<file path="src/rtl/core/cdq_pkg.sv">
package cdq_pkg;

	localparam int VAL_W = 32;

	localparam logic [1:0] CMD_PUSH_FRONT = 2'd0;
	localparam logic [1:0] CMD_PUSH_BACK  = 2'd1;
	localparam logic [1:0] CMD_POP_FRONT  = 2'd2;
	localparam logic [1:0] CMD_POP_BACK   = 2'd3;

	localparam logic [1:0] STAT_DONE  = 2'd0;
	localparam logic [1:0] STAT_FULL  = 2'd1;
	localparam logic [1:0] STAT_EMPTY = 2'd2;

	typedef struct packed {
		logic take;
		logic finish;
	} ctrl_cmd_t;

	typedef struct packed {
		logic out_valid;
		logic pop_ok;
	} dp_status_t;

endpackage

</file>
<file path="src/rtl/core/cdq_ctrl.sv">
module cdq_ctrl
	import cdq_pkg::*;
(
	input  logic       clk,
	input  logic       arst_n,
	input  logic       s_tvalid,
	output logic       s_tready,
	input  logic       m_tready,
	input  dp_status_t status,
	output ctrl_cmd_t  cmd
);

	localparam logic ST_IDLE = 1'b0;
	localparam logic ST_READ = 1'b1;

	logic state_q;
	logic state_d;

	assign s_tready   = (state_q == ST_IDLE) && (!status.out_valid || m_tready);
	assign cmd.take   = s_tvalid && s_tready;
	assign cmd.finish = (state_q == ST_READ);

	always_comb begin
		state_d = state_q;
		unique case (state_q)
			ST_IDLE: begin
				if (cmd.take && status.pop_ok) begin
					state_d = ST_READ;
				end
			end
			ST_READ: begin
				state_d = ST_IDLE;
			end
			default: begin
				state_d = ST_IDLE;
			end
		endcase
	end

	always_ff @(posedge clk or negedge arst_n) begin
		if (!arst_n) begin
			state_q <= ST_IDLE;
		end else begin
			state_q <= state_d;
		end
	end

endmodule

</file>
<file path="src/rtl/core/cdq_datapath.sv">
module cdq_datapath
	import cdq_pkg::*;
#(
	parameter int DEPTH      = 8,
	parameter int DATA_WIDTH = 32,
	parameter int IDX_W      = 3,
	parameter int CNT_W      = 4,
	parameter int OUT_W      = 40
) (
	input  logic               clk,
	input  logic               arst_n,
	input  logic [VAL_W-1:0]   s_tdata,
	input  logic [1:0]         s_tuser,
	input  logic               m_tready,
	output logic               m_tvalid,
	output logic [OUT_W-1:0]   m_tdata,
	output logic [1:0]         m_tuser,
	input  ctrl_cmd_t          cmd,
	output dp_status_t         status
);

	logic [DATA_WIDTH-1:0] mem [DEPTH];
	logic [DATA_WIDTH-1:0] rdata_q;

	logic [IDX_W-1:0] head_q;
	logic [IDX_W-1:0] tail_q;
	logic [CNT_W-1:0] count_q;

	logic             out_valid_q;
	logic [1:0]       stat_q;
	logic [VAL_W-1:0] popped_q;
	logic [CNT_W-1:0] fill_q;

	logic             is_push;
	logic             is_front;
	logic             empty;
	logic             full;
	logic             push_ok;
	logic             pop_ok;
	logic [IDX_W-1:0] head_prev;
	logic [IDX_W-1:0] head_next;
	logic [IDX_W-1:0] tail_prev;
	logic [IDX_W-1:0] tail_next;
	logic [IDX_W-1:0] head_d;
	logic [IDX_W-1:0] tail_d;
	logic [CNT_W-1:0] count_d;
	logic [IDX_W-1:0] wslot;
	logic [IDX_W-1:0] rslot;
	logic [1:0]       stat_d;

	logic [DATA_WIDTH+VAL_W-1:0] wext;
	logic [DATA_WIDTH+VAL_W-1:0] rext;

	assign is_push  = (s_tuser == CMD_PUSH_FRONT) || (s_tuser == CMD_PUSH_BACK);
	assign is_front = (s_tuser == CMD_PUSH_FRONT) || (s_tuser == CMD_POP_FRONT);
	assign empty    = (count_q == '0);
	assign full     = (count_q == CNT_W'(DEPTH));
	assign push_ok  = is_push && !full;
	assign pop_ok   = !is_push && !empty;

	assign head_prev = (head_q == '0) ? IDX_W'(DEPTH - 1) : head_q - 1'b1;
	assign head_next = (head_q == IDX_W'(DEPTH - 1)) ? '0 : head_q + 1'b1;
	assign tail_prev = (tail_q == '0) ? IDX_W'(DEPTH - 1) : tail_q - 1'b1;
	assign tail_next = (tail_q == IDX_W'(DEPTH - 1)) ? '0 : tail_q + 1'b1;

	assign wext = {{DATA_WIDTH{1'b0}}, s_tdata};
	assign rext = {{VAL_W{1'b0}}, rdata_q};

	always_comb begin
		head_d  = head_q;
		tail_d  = tail_q;
		count_d = count_q;
		wslot   = '0;
		rslot   = is_front ? head_q : tail_q;
		stat_d  = STAT_DONE;
		if (is_push) begin
			if (full) begin
				stat_d = STAT_FULL;
			end else begin
				count_d = count_q + 1'b1;
				if (empty) begin
					head_d = '0;
					tail_d = '0;
					wslot  = '0;
				end else if (is_front) begin
					head_d = head_prev;
					wslot  = head_prev;
				end else begin
					tail_d = tail_next;
					wslot  = tail_next;
				end
			end
		end else begin
			if (empty) begin
				stat_d = STAT_EMPTY;
			end else begin
				count_d = count_q - 1'b1;
				if (count_q == CNT_W'(1)) begin
					head_d = '0;
					tail_d = '0;
				end else if (is_front) begin
					head_d = head_next;
				end else begin
					tail_d = tail_prev;
				end
			end
		end
	end

	always_ff @(posedge clk) begin
		if (cmd.take && push_ok) begin
			mem[wslot] <= wext[DATA_WIDTH-1:0];
		end
		if (cmd.take && pop_ok) begin
			rdata_q <= mem[rslot];
		end
	end

	always_ff @(posedge clk or negedge arst_n) begin
		if (!arst_n) begin
			head_q  <= '0;
			tail_q  <= '0;
			count_q <= '0;
		end else if (cmd.take) begin
			head_q  <= head_d;
			tail_q  <= tail_d;
			count_q <= count_d;
		end
	end

	always_ff @(posedge clk or negedge arst_n) begin
		if (!arst_n) begin
			out_valid_q <= 1'b0;
		end else if ((cmd.take && !pop_ok) || cmd.finish) begin
			out_valid_q <= 1'b1;
		end else if (m_tready) begin
			out_valid_q <= 1'b0;
		end
	end

	always_ff @(posedge clk) begin
		if (cmd.take) begin
			stat_q   <= stat_d;
			popped_q <= '0;
			fill_q   <= count_d;
		end else if (cmd.finish) begin
			popped_q <= rext[VAL_W-1:0];
		end
	end

	assign m_tvalid         = out_valid_q;
	assign m_tuser          = stat_q;
	assign m_tdata          = OUT_W'({fill_q, popped_q});
	assign status.out_valid = out_valid_q;
	assign status.pop_ok    = pop_ok;

endmodule

</file>
<file path="src/rtl/core/circular_deque_unit.sv">
// Latency: a push or a refused command gives its result word in the cycle after acceptance;
// a successful pop first reads the store into its registered read port, then gives it.
// Throughput: one push per cycle unless output stalls; a pop blocks input while it reads.
// Reset: arst_n clears head, tail, fill count, controller state and output valid;
// store contents stay undefined until written.
module circular_deque_unit
	import cdq_pkg::*;
#(
	parameter int DEPTH      = 8,
	parameter int DATA_WIDTH = 32,
	localparam int IDX_W     = (DEPTH > 1) ? $clog2(DEPTH) : 1,
	localparam int CNT_W     = $clog2(DEPTH + 1),
	localparam int OUT_W     = ((VAL_W + CNT_W + 7) / 8) * 8
) (
	input  logic             clk,
	input  logic             arst_n,
	input  logic             s_tvalid,
	output logic             s_tready,
	input  logic [VAL_W-1:0] s_tdata,  // push_value
	input  logic [1:0]       s_tuser,  // command
	output logic             m_tvalid,
	input  logic             m_tready,
	output logic [OUT_W-1:0] m_tdata,  // popped_value, fill_level, zero fill
	output logic [1:0]       m_tuser   // status
);

	ctrl_cmd_t  cmd;
	dp_status_t status;

	cdq_ctrl u_ctrl (
		.clk      (clk),
		.arst_n   (arst_n),
		.s_tvalid (s_tvalid),
		.s_tready (s_tready),
		.m_tready (m_tready),
		.status   (status),
		.cmd      (cmd)
	);

	cdq_datapath #(
		.DEPTH      (DEPTH),
		.DATA_WIDTH (DATA_WIDTH),
		.IDX_W      (IDX_W),
		.CNT_W      (CNT_W),
		.OUT_W      (OUT_W)
	) u_datapath (
		.clk      (clk),
		.arst_n   (arst_n),
		.s_tdata  (s_tdata),
		.s_tuser  (s_tuser),
		.m_tready (m_tready),
		.m_tvalid (m_tvalid),
		.m_tdata  (m_tdata),
		.m_tuser  (m_tuser),
		.cmd      (cmd),
		.status   (status)
	);

endmodule
</file>
<file path="config.mk">
export PLATFORM = sky130hd
export DESIGN_NAME = circular_deque_unit
export DESIGN_NICKNAME = d
export VERILOG_FILES = /design/src/rtl/core/cdq_pkg.sv /design/src/rtl/core/cdq_ctrl.sv /design/src/rtl/core/cdq_datapath.sv /design/src/rtl/core/circular_deque_unit.sv
export SDC_FILE = /design/constraint.sdc
export NUM_CORES = 1
export LEC_CHECK = 0
export BUFFER_PORTS_ARGS = -buffer_cell sky130_fd_sc_hd__buf_2
export CAP_MARGIN = 20
export CELL_PAD_IN_SITES_DETAIL_PLACEMENT = 1
export CELL_PAD_IN_SITES_GLOBAL_PLACEMENT = 2
export CORE_MARGIN = 4
export CORE_UTILIZATION = 35
export CTS_CLUSTER_DIAMETER = 150
export DETAILED_ROUTE_END_ITERATION = 6
export PLACE_DENSITY = 0.64
export SYNTH_ARGS = -nofsm -noshare
export SYNTH_HDL_FRONTEND = slang
export SYNTH_HIERARCHICAL = 1
export SYNTH_SLANG_ARGS = --single-unit
export TNS_END_PERCENT = 20
</file>
<file path="constraint.sdc">
create_clock -name clk -period 4.7 [get_ports clk]
set_input_delay 1.41 -clock clk [delete_from_list [all_inputs] [get_ports clk]]
set_output_delay 1.41 -clock clk [all_outputs]
set_load 0.02 [all_outputs]
</file>
==> metrics.cfg, run 1 <==
[timing]
rsz0062_at_grt=no
setup_total_negative_slack_ns=0
slew_headroom_pct=37.5
final.hold.worst_slack_ns=0.488
final-max-slew-violation-count=0
setup_violations=0
max_freq_mhz=296
finalHoldViolCount=0
final.setup_skew_ns=0.0122
worst-slew-pin-transition_ns=0.936
final_period_minus_worst_setup_slack_ns=3.38
final_cycle_share_pct=71.8

[outcome]
run_status=finished, final reports clean

[power_and_ir_drop]
leakage_nw=5.72
p_clk_share_pct=30.3
power.share.switching_pct=33.1
total_power_mw=9.67
power.net_switching_mw=3.20
p_seq_share_pct=39.8
power.density_nw_per_um2=592
vdd_ir_drop_max_v=0.000430
p_comb_share_pct=29.9
internal-power_mw=6.47

[routing]
routed-via-count=8498
drc=0
final_antenna_net_count=0
drt_iter0_markers=445
drt_pre_antenna_iters=6
routed_wire_length_per_instance_um=22.8
postRouteWirelength_mm=36.9
detail_route.vias_per_cell=5.25

[setup_path]
timing.critical_path.max_delay_family=simple AND/OR/NAND/NOR gates
cp_data_arrival_time_ns=3.59
worst-setup-path-type=in -> reg
critPathMaxStageDelay_ns=0.51
worst-path-max-fanout=22
cells_along_the_critical_path=buf_2 -> or2_2 -> a211oi_2 -> nand3_1 -> nor2_4 -> buf_12
critical_path.n_buffers_inverters=2
critical_path_sink_type=register
critPathRequiredTime_ns=4.92
kind_of_start_point_of_the_critical_path=input port
slowest_stage=sky130_fd_sc_hd__nor2_4

[layout]
antenna_cells=0
fill_cells=4053
drive_gt1_share_pct=17.4
flow.area_growth_from_synthesis_pct=15.8
mostFrequentLayoutCells=sky130_fd_sc_hd__edfxtp_1, sky130_fd_sc_hd__nor2_1, sky130_fd_sc_hd__mux2i_1, sky130_fd_sc_hd__buf_2, sky130_fd_sc_hd__o21ai_0
final_core_utilization_pct=41.0
most_common_cell_after_layout_fill_and_taps_aside=sky130_fd_sc_hd__edfxtp_1
layout.cell_area.non_filler_um2=16300
nNetsFinal=1114

[clock_tree]
htree_levels=2
tritoncts.num_buffers=38
clock-root-buffer=sky130_fd_sc_hd__clkbuf_16
max-clock-path-buffers=3
cts.repair.resized=0
cts.sinks=338
cts_setup_buffers=0
cts.clk_slew.worst_paths_ns=0.05
clock_latency_ns=0.53
hold_buffers=0
tritoncts=built

[floorplanning]
dieWidth_um=209
ios=82
fp.coreArea_um2=39800
std_cell_rows=73
floorplan.initialDensity_pct=35.4
dieHeight_um=209
dieArea_um2=43600

[yosys]
yosys_warnings=6
synth_enable_flop_cells=294
ys_seq_elements=338
synth.cell_area_um2=14100
instance_count_of_the_mapped_netlist=990
postSynth.topFlopCell=sky130_fd_sc_hd__edfxtp_1
synth_sequential_area_ratio_pct=69.2
synthDistinctLibCells=61
syn_area_per_cell_um2=14.3
asyncSetResetFlopFracSynth_pct=3.55

[placement]
gp_routability_congestion=0.743
placedInstanceArea_um2=15100
detailedPlacementHpwl_mm=20.6
place.port_buffers=77

[global_route]
first_global_vias=9060
antenna_found_initial=2
wire_length_of_the_first_global_routing_pass_mm=56.1
grt-ovfl-total=0
globalRouteTotalUtil_pct=16.7
pin_count_of_the_biggest_net_entering_global_routing=97

[worst_hold_path]
hold_path_class=reg -> reg

[job]
max-cap-violations=0

## metal layers
metal	vias to the layer above	track usage, %	part of all wire, %
li1	3941	-	-
met1	4325	22.1	45
met2	156	28.5	49
met3	72	2.96	3.8
met4	4	4.75	2.5
met5	-	0	0.070
## state kept, by name, indices dropped and copies added (netlist names)
name                 count
u_ctrl/state_q           1
u_datapath/count_q       4
u_datapath/fill_q        4
u_datapath/head_q        3
u_datapath/m_tuser       2
u_datapath/m_tvalid      1
u_datapath/mem         256
u_datapath/popped_q     32
u_datapath/rdata_q      32
u_datapath/tail_q        3
## power by group through the flow
stage                     clock network (mW)  registers (mW)  logic, mW
after global placement                     0            3.90       2.88
final                                   2.93            3.85       2.89
after detailed placement                   0            3.91       2.93
after floorplan                            0            3.93       1.96
after CTS                               3.03            3.85       2.94
after global routing                    3.18            3.89       3.16
## cells by family after synthesis
group | after synthesis | share of synthesized area [%]
xor gates and xnor gates | 3 | 0.186
buffers and inverters | 82 | 3.22
other | 1 | 0.0266
and+or+nand+nor | 220 | 7.44
adders and majority gates | 11 | 0.976
DFF | 338 | 69.2
AOI/OAI and AO/OA | 231 | 11.4
muxes | 104 | 7.49
## final timing paths
path | start | end | slack [ns] | cells past startpoint
max | s_tuser[0] | u_datapath/mem[3][19] | 1.32 | 6
min | u_datapath/rdata_q[23] | u_datapath/popped_q[23] | 0.49 | 2
max reg2reg | u_datapath/tail_q[0] | u_datapath/mem[0][16] | 1.41 | 7
min reg2reg | u_datapath/rdata_q[23] | u_datapath/popped_q[23] | 0.49 | 2
max in group asynchronous | arst_n | u_ctrl/state_q | 3.64 | 1
min in group asynchronous | arst_n | u_datapath/tail_q[1] | 0.78 | 1
## final cells by class
class	instances	area, µm²	area share (%)
timing repair buffer	104	638	3.91
clock inverter	16	208	1.27
inverter	10	37.5	0.230
sequential	338	9770	59.8
multi-input combinational	573	4000	24.5
clock buffer	53	1030	6.29
tap	525	657	4.02
## worst min-delay path, cell delays in order, from the launching register on
cell and delay (ns):
sky130_fd_sc_hd__edfxtp_1 0.32, sky130_fd_sc_hd__mux2i_1 0.06, sky130_fd_sc_hd__nor2_1 0.07
## cell usage after synthesis, drive strengths merged, types with 2 or more instances
library cell | n | area [µm²]
edfxtp | 294 | 8830
mux2i | 97 | 975
a211oi | 2 | 20.0
ha | 11 | 138
o21a | 3 | 22.5
buf | 50 | 334
o21ai | 69 | 349
nor3 | 4 | 20.0
a32oi | 2 | 17.5
xnor2 | 3 | 26.3
o31ai | 4 | 30.0
nor2b | 7 | 51.3
dfxtp | 32 | 641
o22ai | 33 | 206
clkbuf | 22 | 82.6
a21o | 2 | 15.0
dfrtp | 12 | 300
o22a | 32 | 280
nand2 | 10 | 37.5
a21oi | 4 | 23.8
or2 | 4 | 25.0
nor3b | 2 | 20.0
o211ai | 32 | 240
nor2 | 146 | 551
a22oi | 3 | 22.5
nand2b | 4 | 25.0
and2 | 2 | 12.5
a31oi | 4 | 25.0
nand3 | 4 | 20.0
a31o | 32 | 280
o41ai | 2 | 17.5
mux2 | 7 | 82.6
nand3b | 31 | 233
inv | 10 | 37.5
or3 | 2 | 12.5
## metrics by stage
stage	cells	worst slack (ns)
after floorplan	993	0.212
after global placement	1550	0.837
after detailed placement	1550	0.774
after CTS	1619	1.31
after global routing	1619	1.25
final	1619	1.32
(Power assumes the default switching activity.)
==> run 2, diff against run 1 <==
==> constraint.sdc (replaced) <==
create_clock -name clk -period 3.3 [get_ports clk]
set_input_delay 0.99 -clock clk [delete_from_list [all_inputs] [get_ports clk]]
set_output_delay 0.99 -clock clk [all_outputs]
set_load 0.02 [all_outputs]
==> metrics.cfg, run 2 (synthesis results as in run 1) <==
[floorplanning]
dieWidth_um=209
fp.coreArea_um2=39800
ios=82
std_cell_rows=73
floorplan.initialDensity_pct=35.4
dieHeight_um=209
dieArea_um2=43600

[clock_tree]
cts.sinks=338
max-clock-path-buffers=3
htree_levels=2
cts.repair.resized=0
cts_setup_buffers=0
clock-root-buffer=sky130_fd_sc_hd__clkbuf_16
cts.clk_slew.worst_paths_ns=0.05
hold_buffers=0
tritoncts.num_buffers=39
clock_latency_ns=0.55
tritoncts=built

[layout]
largest_reg_flops=256
largestRegisters=u_datapath/mem x256, u_datapath/popped_q x32, u_datapath/rdata_q x32
largest-register=u_datapath/mem
most_common_cell_after_layout_fill_and_taps_aside=sky130_fd_sc_hd__edfxtp_1
mostFrequentLayoutCells=sky130_fd_sc_hd__edfxtp_1, sky130_fd_sc_hd__nor2_1, sky130_fd_sc_hd__mux2i_1, sky130_fd_sc_hd__buf_2, sky130_fd_sc_hd__o21ai_0
multi_input_comb_area_um2=3990
nNetsFinal=1133
flow.area_growth_from_synthesis_pct=18.4
antenna_cells=0
register_area_um2=9770
fill_cells=4113
drive_gt1_share_pct=18.8

[timing]
final_cycle_share_pct=86.5
slew_headroom_pct=52.4
final-max-slew-violation-count=0
setup_violations=0
rsz0062_at_grt=no
max_freq_mhz=350
setup_total_negative_slack_ns=0
final.setup_skew_ns=0.00890
worst-slew-pin-transition_ns=0.714
final.hold.worst_slack_ns=0.332
finalHoldViolCount=0
final_period_minus_worst_setup_slack_ns=2.85

[setup_path]
r2r_end=u_datapath/mem[3][24]
reg2reg_depth=7
kind_of_start_point_of_the_critical_path=register
register_to_register_setup_slack_ns=0.45
critical_path_sink_type=register
worst-setup-path-type=reg -> reg
cp_data_arrival_time_ns=3.08
critPathRequiredTime_ns=3.53
worst-path-max-fanout=32
worstReg2RegStart=u_datapath/head_q[0]

[routing]
routed_wire_length_per_instance_um=22.4
detail_route.vias_per_cell=5.28
routed-via-count=8657
drc=0
drt_iter0_markers=534
drt_pre_antenna_iters=5
postRouteWirelength_mm=36.8
final_antenna_net_count=0

[global_route]
first_global_vias=8960
pin_count_of_the_biggest_net_entering_global_routing=45
antenna_found_initial=1
grt-ovfl-total=0
globalRouteTotalUtil_pct=16.7
wire_length_of_the_first_global_routing_pass_mm=56.2

[placement]
place.port_buffers=77
detailedPlacementHpwl_mm=21.2
gp_routability_congestion=0.743

[job]
max-cap-violations=0

[worst_hold_path]
hold_path_class=in -> async

[power_and_ir_drop]
power.density_nw_per_um2=852
total_power_mw=14.2
vdd_ir_drop_max_v=0.000447
leakage_nw=5.91

[outcome]
run_status=finished, final reports clean

## run 2: worst max path at each step
stage | startpoint | endpoint | slack, ns | cells after the start
4_1_cts | u_datapath/head_q[0] | u_datapath/mem[3][13] | 0.37 | 7
5_1_grt | u_datapath/head_q[0] | u_datapath/mem[3][12] | 0.20 | 7
3_3_place_gp | s_tuser[0] | u_datapath/rdata_q[14] | 0.37 | 7
2_1_floorplan | m_tready | u_datapath/mem[0][0] | -0.27 | 6
6_report | u_datapath/head_q[0] | u_datapath/mem[3][24] | 0.45 | 7
3_5_place_dp | m_tready | u_datapath/tail_q[0] | 0.34 | 7
## run 2: power by group
| group | total, mW | internal (mW) | leakage [nW] | switching (mW) |
|---|---|---|---|---|
| sequential | 5.47 | 5.22 | 3.07 | 0.248 |
| clock | 4.46 | 2.74 | 0.646 | 1.72 |
| combinational | 4.30 | 1.64 | 2.19 | 2.66 |
| total | 14.2 | 9.60 | 5.91 | 4.63 |
## run 2: area by class of cell
cell class	instances	area share, %
tap	525	3.93
inverter	10	0.225
sequential	338	58.5
clock buffer	53	6.59
multi-input combinational	573	23.9
timing repair buffer	122	5.45
clock inverter	19	1.39
## run 2: per-layer routing
layer | vias to the layer above | wire, µm | part of all wire (%) | global-route usage, %
met5 | - | 9 | 0.024 | 0
met4 | 2 | 818 | 2.2 | 4.61
met3 | 61 | 1430 | 3.9 | 3.02
met2 | 159 | 17700 | 48 | 27.8
met1 | 4448 | 16800 | 46 | 22.8
li1 | 3987 | - | - | -
## run 2: metrics by stage
step | setup slack [ns] | utilization [%] | instance area, µm² | instances
global route | 0.204 | 41.9 | 16700 | 1640
floorplan | -0.272 | - | 14100 | 993
global placement | 0.371 | 38.6 | 15400 | 1568
detailed placement | 0.342 | 38.6 | 15400 | 1568
CTS | 0.366 | 41.9 | 16700 | 1640
finish | 0.446 | 41.9 | 16700 | 1640
## run 2: worst max-delay path: stages (launching register included)
cell	delay, ns
sky130_fd_sc_hd__dfrtp_1	0.39
sky130_fd_sc_hd__inv_1	0.50
sky130_fd_sc_hd__ha_1	0.38
sky130_fd_sc_hd__or2_2	0.31
sky130_fd_sc_hd__a211oi_2	0.27
sky130_fd_sc_hd__nand3_1	0.22
sky130_fd_sc_hd__nor2_4	0.16
sky130_fd_sc_hd__buf_12	0.27
